`src/design/xmodem_crc_receiver_defines.svh`:
```
// ---------------------------------------------------------------------------
// xmodem_crc_receiver_defines
// Assertion macros shared by the receiver RTL.
// ---------------------------------------------------------------------------
`ifndef XMODEM_CRC_RECEIVER_DEFINES_SVH
`define XMODEM_CRC_RECEIVER_DEFINES_SVH

// Consequent holds in the same cycle as the antecedent.
`define XCR_ASSERT_IMPL(label, clk, rst, ante, cons) \
   label: assert property (@(posedge clk) disable iff (rst) (ante) |-> (cons)) \
      else $error("xcr assertion failed");

// Consequent holds in the cycle after the antecedent.
`define XCR_ASSERT_NEXT(label, clk, rst, ante, cons) \
   label: assert property (@(posedge clk) disable iff (rst) (ante) |=> (cons)) \
      else $error("xcr assertion failed");

`endif

```
`src/design/xcr_pkg.sv`:
```
// ---------------------------------------------------------------------------
// xcr_pkg
// Types, codes and helper functions of the XMODEM-CRC receiver.
// ---------------------------------------------------------------------------
`timescale 1ns / 1ps
`default_nettype none
package xcr_pkg;

   localparam int MAX_BLOCK_BYTES   = 1024;
   localparam int SMALL_BLOCK_BYTES = 128;
   localparam int STORE_AW          = $clog2(MAX_BLOCK_BYTES);

   localparam logic [10:0] BIG_SIZE   = 11'(MAX_BLOCK_BYTES);
   localparam logic [10:0] SMALL_SIZE = 11'(SMALL_BLOCK_BYTES);

   localparam logic [7:0] B_SOH = 8'h01;
   localparam logic [7:0] B_STX = 8'h02;
   localparam logic [7:0] B_EOT = 8'h04;
   localparam logic [7:0] B_ACK = 8'h06;
   localparam logic [7:0] B_NAK = 8'h15;
   localparam logic [7:0] B_CAN = 8'h18;
   localparam logic [7:0] CHR_E = 8'h45;
   localparam logic [7:0] CHR_R = 8'h52;

   localparam logic [15:0] CRC_POLY = 16'h1021;

   localparam logic [7:0]  POLL_RESET  = 8'd67;
   localparam logic [7:0]  RETRY_RESET = 8'd10;
   localparam logic [23:0] IMAGE_RESET = 24'd1152000;

   localparam logic [1:0] ACT_POLL    = 2'd0;
   localparam logic [1:0] ACT_BYTE    = 2'd1;
   localparam logic [1:0] ACT_TIMEOUT = 2'd2;

   localparam logic [1:0] KIND_TX    = 2'd0;
   localparam logic [1:0] KIND_GROUP = 2'd1;
   localparam logic [1:0] KIND_DONE  = 2'd2;

   localparam logic [1:0] CSR_POLL_CHAR   = 2'd0;
   localparam logic [1:0] CSR_RETRY_LIMIT = 2'd1;
   localparam logic [1:0] CSR_IMAGE_BYTES = 2'd2;

   typedef enum logic [1:0] {MODE_IDLE, MODE_BODY, MODE_CAN, MODE_FLUSH} mode_type;
   typedef enum logic [1:0] {PEND_NAK, PEND_ACK, PEND_END, PEND_CANCEL} pend_type;
   typedef enum logic [1:0] {RPL_NONE, RPL_BYTE, RPL_CANCEL, RPL_END} reply_type;
   typedef enum logic [2:0] {
      ST_IDLE, ST_DISPATCH, ST_READ, ST_WAIT, ST_GROUP, ST_SEND
   } state_type;

   typedef struct packed {
      logic take;
      logic rd_issue;
      logic load_group;
      logic load_send;
   } cmd_type;

   typedef struct packed {
      logic      accepted;
      logic      out_free;
      logic      has_groups;
      logic      rd_last;
      logic      more_groups;
      reply_type reply;
      logic      send_last;
   } status_type;

   typedef struct packed {
      logic [1:0] kind;
      logic [7:0] tx;
   } send_item_type;

   function automatic logic [15:0] crc_byte(logic [15:0] c, logic [7:0] b);
      logic [15:0] x;
      x = c ^ {b, 8'h00};
      for (int k = 0; k < 8; k++) begin
         x = x[15] ? ({x[14:0], 1'b0} ^ CRC_POLY) : {x[14:0], 1'b0};
      end
      return x;
   endfunction

   function automatic logic [2:0] send_len(reply_type r);
      logic [2:0] n;
      case (r)
         RPL_CANCEL: n = 3'd7;
         RPL_END:    n = 3'd2;
         default:    n = 3'd1;
      endcase
      return n;
   endfunction

   function automatic send_item_type send_item(reply_type r, logic [2:0] idx,
                                               logic [7:0] hold);
      send_item_type s;
      s.kind = KIND_TX;
      s.tx   = hold;
      case (r)
         RPL_CANCEL: begin
            case (idx)
               3'd0, 3'd1, 3'd2: s.tx = B_CAN;
               3'd3:             s.tx = CHR_E;
               3'd4, 3'd5:       s.tx = CHR_R;
               default:          s.tx = B_ACK;
            endcase
         end
         RPL_END: begin
            if (idx == 3'd0) begin
               s.tx = B_ACK;
            end else begin
               s.kind = KIND_DONE;
               s.tx   = 8'h00;
            end
         end
         default: s.tx = hold;
      endcase
      return s;
   endfunction

endpackage
`default_nettype wire

```
`src/design/xcr_controller.sv`:
```
// ---------------------------------------------------------------------------
// xcr_controller
// Sequencer: takes one word, then reads out write groups and sends replies.
// ---------------------------------------------------------------------------
`timescale 1ns / 1ps
`default_nettype none
module xcr_controller (
   input  logic                clock,
   input  logic                reset,
   input  xcr_pkg::status_type status,
   output xcr_pkg::cmd_type    cmd
);
   import xcr_pkg::*;

   state_type state_ff, state_in;

   always_ff @(posedge clock) begin
      if (reset) begin
         state_ff <= ST_IDLE;
      end else begin
         state_ff <= state_in;
      end
   end

   always_comb begin
      state_in = state_ff;
      cmd      = '0;
      unique case (state_ff)
         ST_IDLE: begin
            cmd.take = 1'b1;
            if (status.accepted) begin
               state_in = ST_DISPATCH;
            end
         end
         ST_DISPATCH: begin
            if (status.has_groups) begin
               state_in = ST_READ;
            end else if (status.reply != RPL_NONE) begin
               state_in = ST_SEND;
            end else begin
               state_in = ST_IDLE;
            end
         end
         ST_READ: begin
            cmd.rd_issue = 1'b1;
            if (status.rd_last) begin
               state_in = ST_WAIT;
            end
         end
         // let the last byte land in the group buffer
         ST_WAIT: state_in = ST_GROUP;
         ST_GROUP: begin
            if (status.out_free) begin
               cmd.load_group = 1'b1;
               if (status.more_groups) begin
                  state_in = ST_READ;
               end else if (status.reply != RPL_NONE) begin
                  state_in = ST_SEND;
               end else begin
                  state_in = ST_IDLE;
               end
            end
         end
         ST_SEND: begin
            if (status.out_free) begin
               cmd.load_send = 1'b1;
               if (status.send_last) begin
                  state_in = ST_IDLE;
               end
            end
         end
         default: state_in = ST_IDLE;
      endcase
   end
endmodule
`default_nettype wire

```
`config.mk`:
```
export PLATFORM = sky130hd
export DESIGN_NAME = xcr_controller
export DESIGN_NICKNAME = d
export VERILOG_FILES = /design/src/design/xmodem_crc_receiver_defines.svh /design/src/design/xcr_pkg.sv /design/src/design/xcr_controller.sv
export SDC_FILE = /design/constraint.sdc
export NUM_CORES = 1
export LEC_CHECK = 0
export ABC_AREA = 1
export BUFFER_PORTS_ARGS = -buffer_cell sky130_fd_sc_hd__buf_2
export CORE_AREA = 3 3 40 42
export DETAILED_ROUTE_END_ITERATION = 16
export DIE_AREA = 0 0 43 45
export PLACE_DENSITY_LB_ADDON = 0.12
export SLEW_MARGIN = 20
export SYNTH_ARGS = -nofsm -noshare
export SYNTH_HDL_FRONTEND = slang
export SYNTH_SLANG_ARGS = --single-unit
```
`constraint.sdc`:
```
create_clock -name clock -period 2.5 [get_ports clock]
set_input_delay 0.5 -clock clock [delete_from_list [all_inputs] [get_ports clock]]
set_output_delay 0.5 -clock clock [all_outputs]
set_load 0.01 [all_outputs]
```
==> flow_summary.ini <==
[critical_path]
startpoint = state_ff[2]
crit_path_max_incr_delay_ns = 0.48
critPathTopFamily = flip-flops
critPathMaxFanout = 8
cp_data_arrival_time_ns = 1.25
crit_path_cell_trace = inv_2 > nor4_1 > buf_2
startpoint_type = flip-flop
cp_data_required_time_ns = 2.00
rr_startpoint = state_ff[2]
regToRegSetupSlack_ns = 1.34
worst-setup-path-type = flip-flop to primary output
reg2reg_depth = 6
reg2reg_to = state_ff[2]
crit_path_top_delay_cell = sky130_fd_sc_hd__dfxtp_1
crit_path_buffers_inverters = 2
end_kind = primary output

[finish]
fillCellCount = 156
layout.cells.most_common_list = sky130_fd_sc_hd__buf_2 (13), sky130_fd_sc_hd__nand2_1 (12), sky130_fd_sc_hd__inv_1 (6), sky130_fd_sc_hd__nor2_1 (6)
nets = 77
top_register = state_ff
fraction_of_layout_cells_with_a_size_suffix_above_1 = 0.3788
number_of_flip_flops_in_the_largest_register = 3
largest_registers = state_ff: 3 flops
layout_commonest_cell = sky130_fd_sc_hd__buf_2
area.growth.synth_to_final_pct = 32.92
insertedDiodeCount = 0

[clock_tree]
cts_root_buf = sky130_fd_sc_hd__clkbuf_4
postCtsResizedCells = 0
cts_tree = done
tritoncts.num_buffers = 3
cts_max_path_buffers = 2
cts.repair_timing.setup_buffer_count = 0
clk_pin_slew_ns = 0.04
clk_latency_ns = 0.24
clkSinkCount = 3
ctsHoldBuffers = 0
h-tree-depth = 1

[yosys]
synth.yosys.seq_area_share = 0.2000
mappedNetlistNets = 60
synth_cells = 50
synth-seq-cells = 3
postSynthAreaPerCell_um2 = 6.006
synthesis.area_um2 = 300.3
synth_cell_types = 18
yosysWarnings = 0

[drt]
via_per_inst = 4.309
firstDrtPassIters = 4
vias = 349
dr.first_iter.drc_count = 8
route.final.wire_length_um = 744
postRouteAntennaNets = 0
dr_drc_count = 0
avgRoutedWirePerCell_um = 9.185

[global_routing]
grt_max_degree = 9
grt.total_usage = 0.08652
grt_first_pass_wirelength_um = 1214
grt_antenna_before_repair = 0
globalRoute.totalOverflow = 0
vias_in_the_first_global_route = 307

[hold_path]
timing.hold.worst_endpoint = state_ff[1]
min_path_type = input pin to flip-flop
timing.hold.worst_path_depth = 2
critical_hold_path_startpoint = reset

[placed_design]
detailedPlacementHpwl_um = 586
finalWeightedCongestion = 0.7414
io_buffers = 13

[floorplanning]
die-width_um = 43
design.die.area_um2 = 1935
initial_utilization = 0.2337
chip_height_um = 45
std_cell_rows = 13
core_area_um2 = 1285
ios = 14

[timing]
tightestPinTransition_ns = 0.2892
skew_ns = 0.004022
fin_setup_tns_ns = 0
min_period_ns = 1.745
setup_viol_count_final = 0
timing_hold_violations_final = 0
timing_max_transition_violations_final = 0
min_period_over_period = 0.6982
rsz0062_at_grt = false
achievable-frequency_ghz = 0.5729
timing.max_slew.rel_slack = 0.8069
tightest_hold_margin_ns = 0.4484

[power_and_ir_drop]
sw_power_mw = 0.1343
cellLeakagePower_nw = 0.2185
total_power_divided_by_cell_area_nw_per_um2 = 781.3
share_seq_of_total_power = 0.249
max-vdd-ir-drop_v = 0.0002228
p_int_mw = 0.1775
power_share_of_the_combinational_group = 0.470
pwr-share-clk = 0.282
netSwitchingFraction = 0.4307

[flow_run]
max-cap-violations = 0

[run_status]
result_of_the_run = completed
==> layout make-up <==
cell class                      instances  area (um2)  share of cell area
Clock buffer                            4       26.28             0.06583
Inverter                                8       30.03             0.07524
Multi-Input combinational cell         38       198.9              0.4984
Sequential cell                         3       60.06              0.1505
Tap cell                               15       18.77             0.04702
Timing Repair Buffer                   13       65.06              0.1630
==> worst max path at each step <==
stage / end / cells past startpoint
5_1_grt: cmd[0] / 3
4_1_cts: cmd[0] / 3
3_5_place_dp: cmd[0] / 3
2_1_floorplan: cmd[0] / 3
6_report: cmd[0] / 3
3_3_place_gp: cmd[0] / 3
==> Yosys cell counts <==
library cell / n / area (um2)
sky130_fd_sc_hd__nand3_1: 2 / 10.01
sky130_fd_sc_hd__nor2_2: 2 / 12.51
sky130_fd_sc_hd__inv_2: 2 / 7.510
sky130_fd_sc_hd__nand2_1: 12 / 45.04
sky130_fd_sc_hd__nor2_4: 1 / 11.26
sky130_fd_sc_hd__o21bai_1: 2 / 15.01
sky130_fd_sc_hd__nand4_1: 1 / 6.260
sky130_fd_sc_hd__nand2_2: 2 / 12.51
sky130_fd_sc_hd__o21ai_0: 1 / 5.000
sky130_fd_sc_hd__nor2_1: 6 / 22.52
sky130_fd_sc_hd__nand3_2: 2 / 20.02
sky130_fd_sc_hd__a21oi_1: 3 / 15.01
sky130_fd_sc_hd__nor3_1: 2 / 10.01
sky130_fd_sc_hd__buf_6: 1 / 11.26
sky130_fd_sc_hd__dfxtp_1: 3 / 60.06
sky130_fd_sc_hd__inv_1: 6 / 22.52
sky130_fd_sc_hd__nand3b_1: 1 / 7.510
sky130_fd_sc_hd__nor4_1: 1 / 6.260
==> power by group through the flow <==
stage | Sequential, mW | Combinational, mW | Clock (mW)
2_1_floorplan | 0.0711 | 0.118 | 0
3_3_place_gp | 0.0793 | 0.151 | 0
3_5_place_dp | 0.0784 | 0.145 | 0
4_1_cts | 0.0777 | 0.146 | 0.0882
5_1_grt | 0.0798 | 0.164 | 0.0964
6_report | 0.0775 | 0.146 | 0.0878
==> through the flow <==
stage / total power [mW] / cells / setup WS, ns / util / cell area (um2)
after global placement: 0.2299 / 77 / 1.033 / 0.2902 / 372.9
after global routing: 0.3399 / 81 / 0.6624 / 0.3106 / 399.1
after floorplan: 0.1888 / 50 / 1.092 / - / 300.3
after CTS: 0.3118 / 81 / 0.7492 / 0.3106 / 399.1
after detailed placement: 0.2234 / 77 / 1.009 / 0.2902 / 372.9
final: 0.3118 / 81 / 0.7545 / 0.3106 / 399.1
==> layer usage <==
layer	wire, um	vias to the layer above	global-route usage
met5	0	-	0
met4	14	0	0.07229
met3	62	3	0.03984
met2	290	13	0.1198
met1	376	142	0.1010
li1	-	191	-
==> logic make-up after synthesis <==
group                  synth area share
and+or+nand+nor                  0.5458
AOI/OAI and AO/OA                0.1166
DFF                              0.2000
buffers and inverters            0.1375
(Power assumes the default switching activity.)
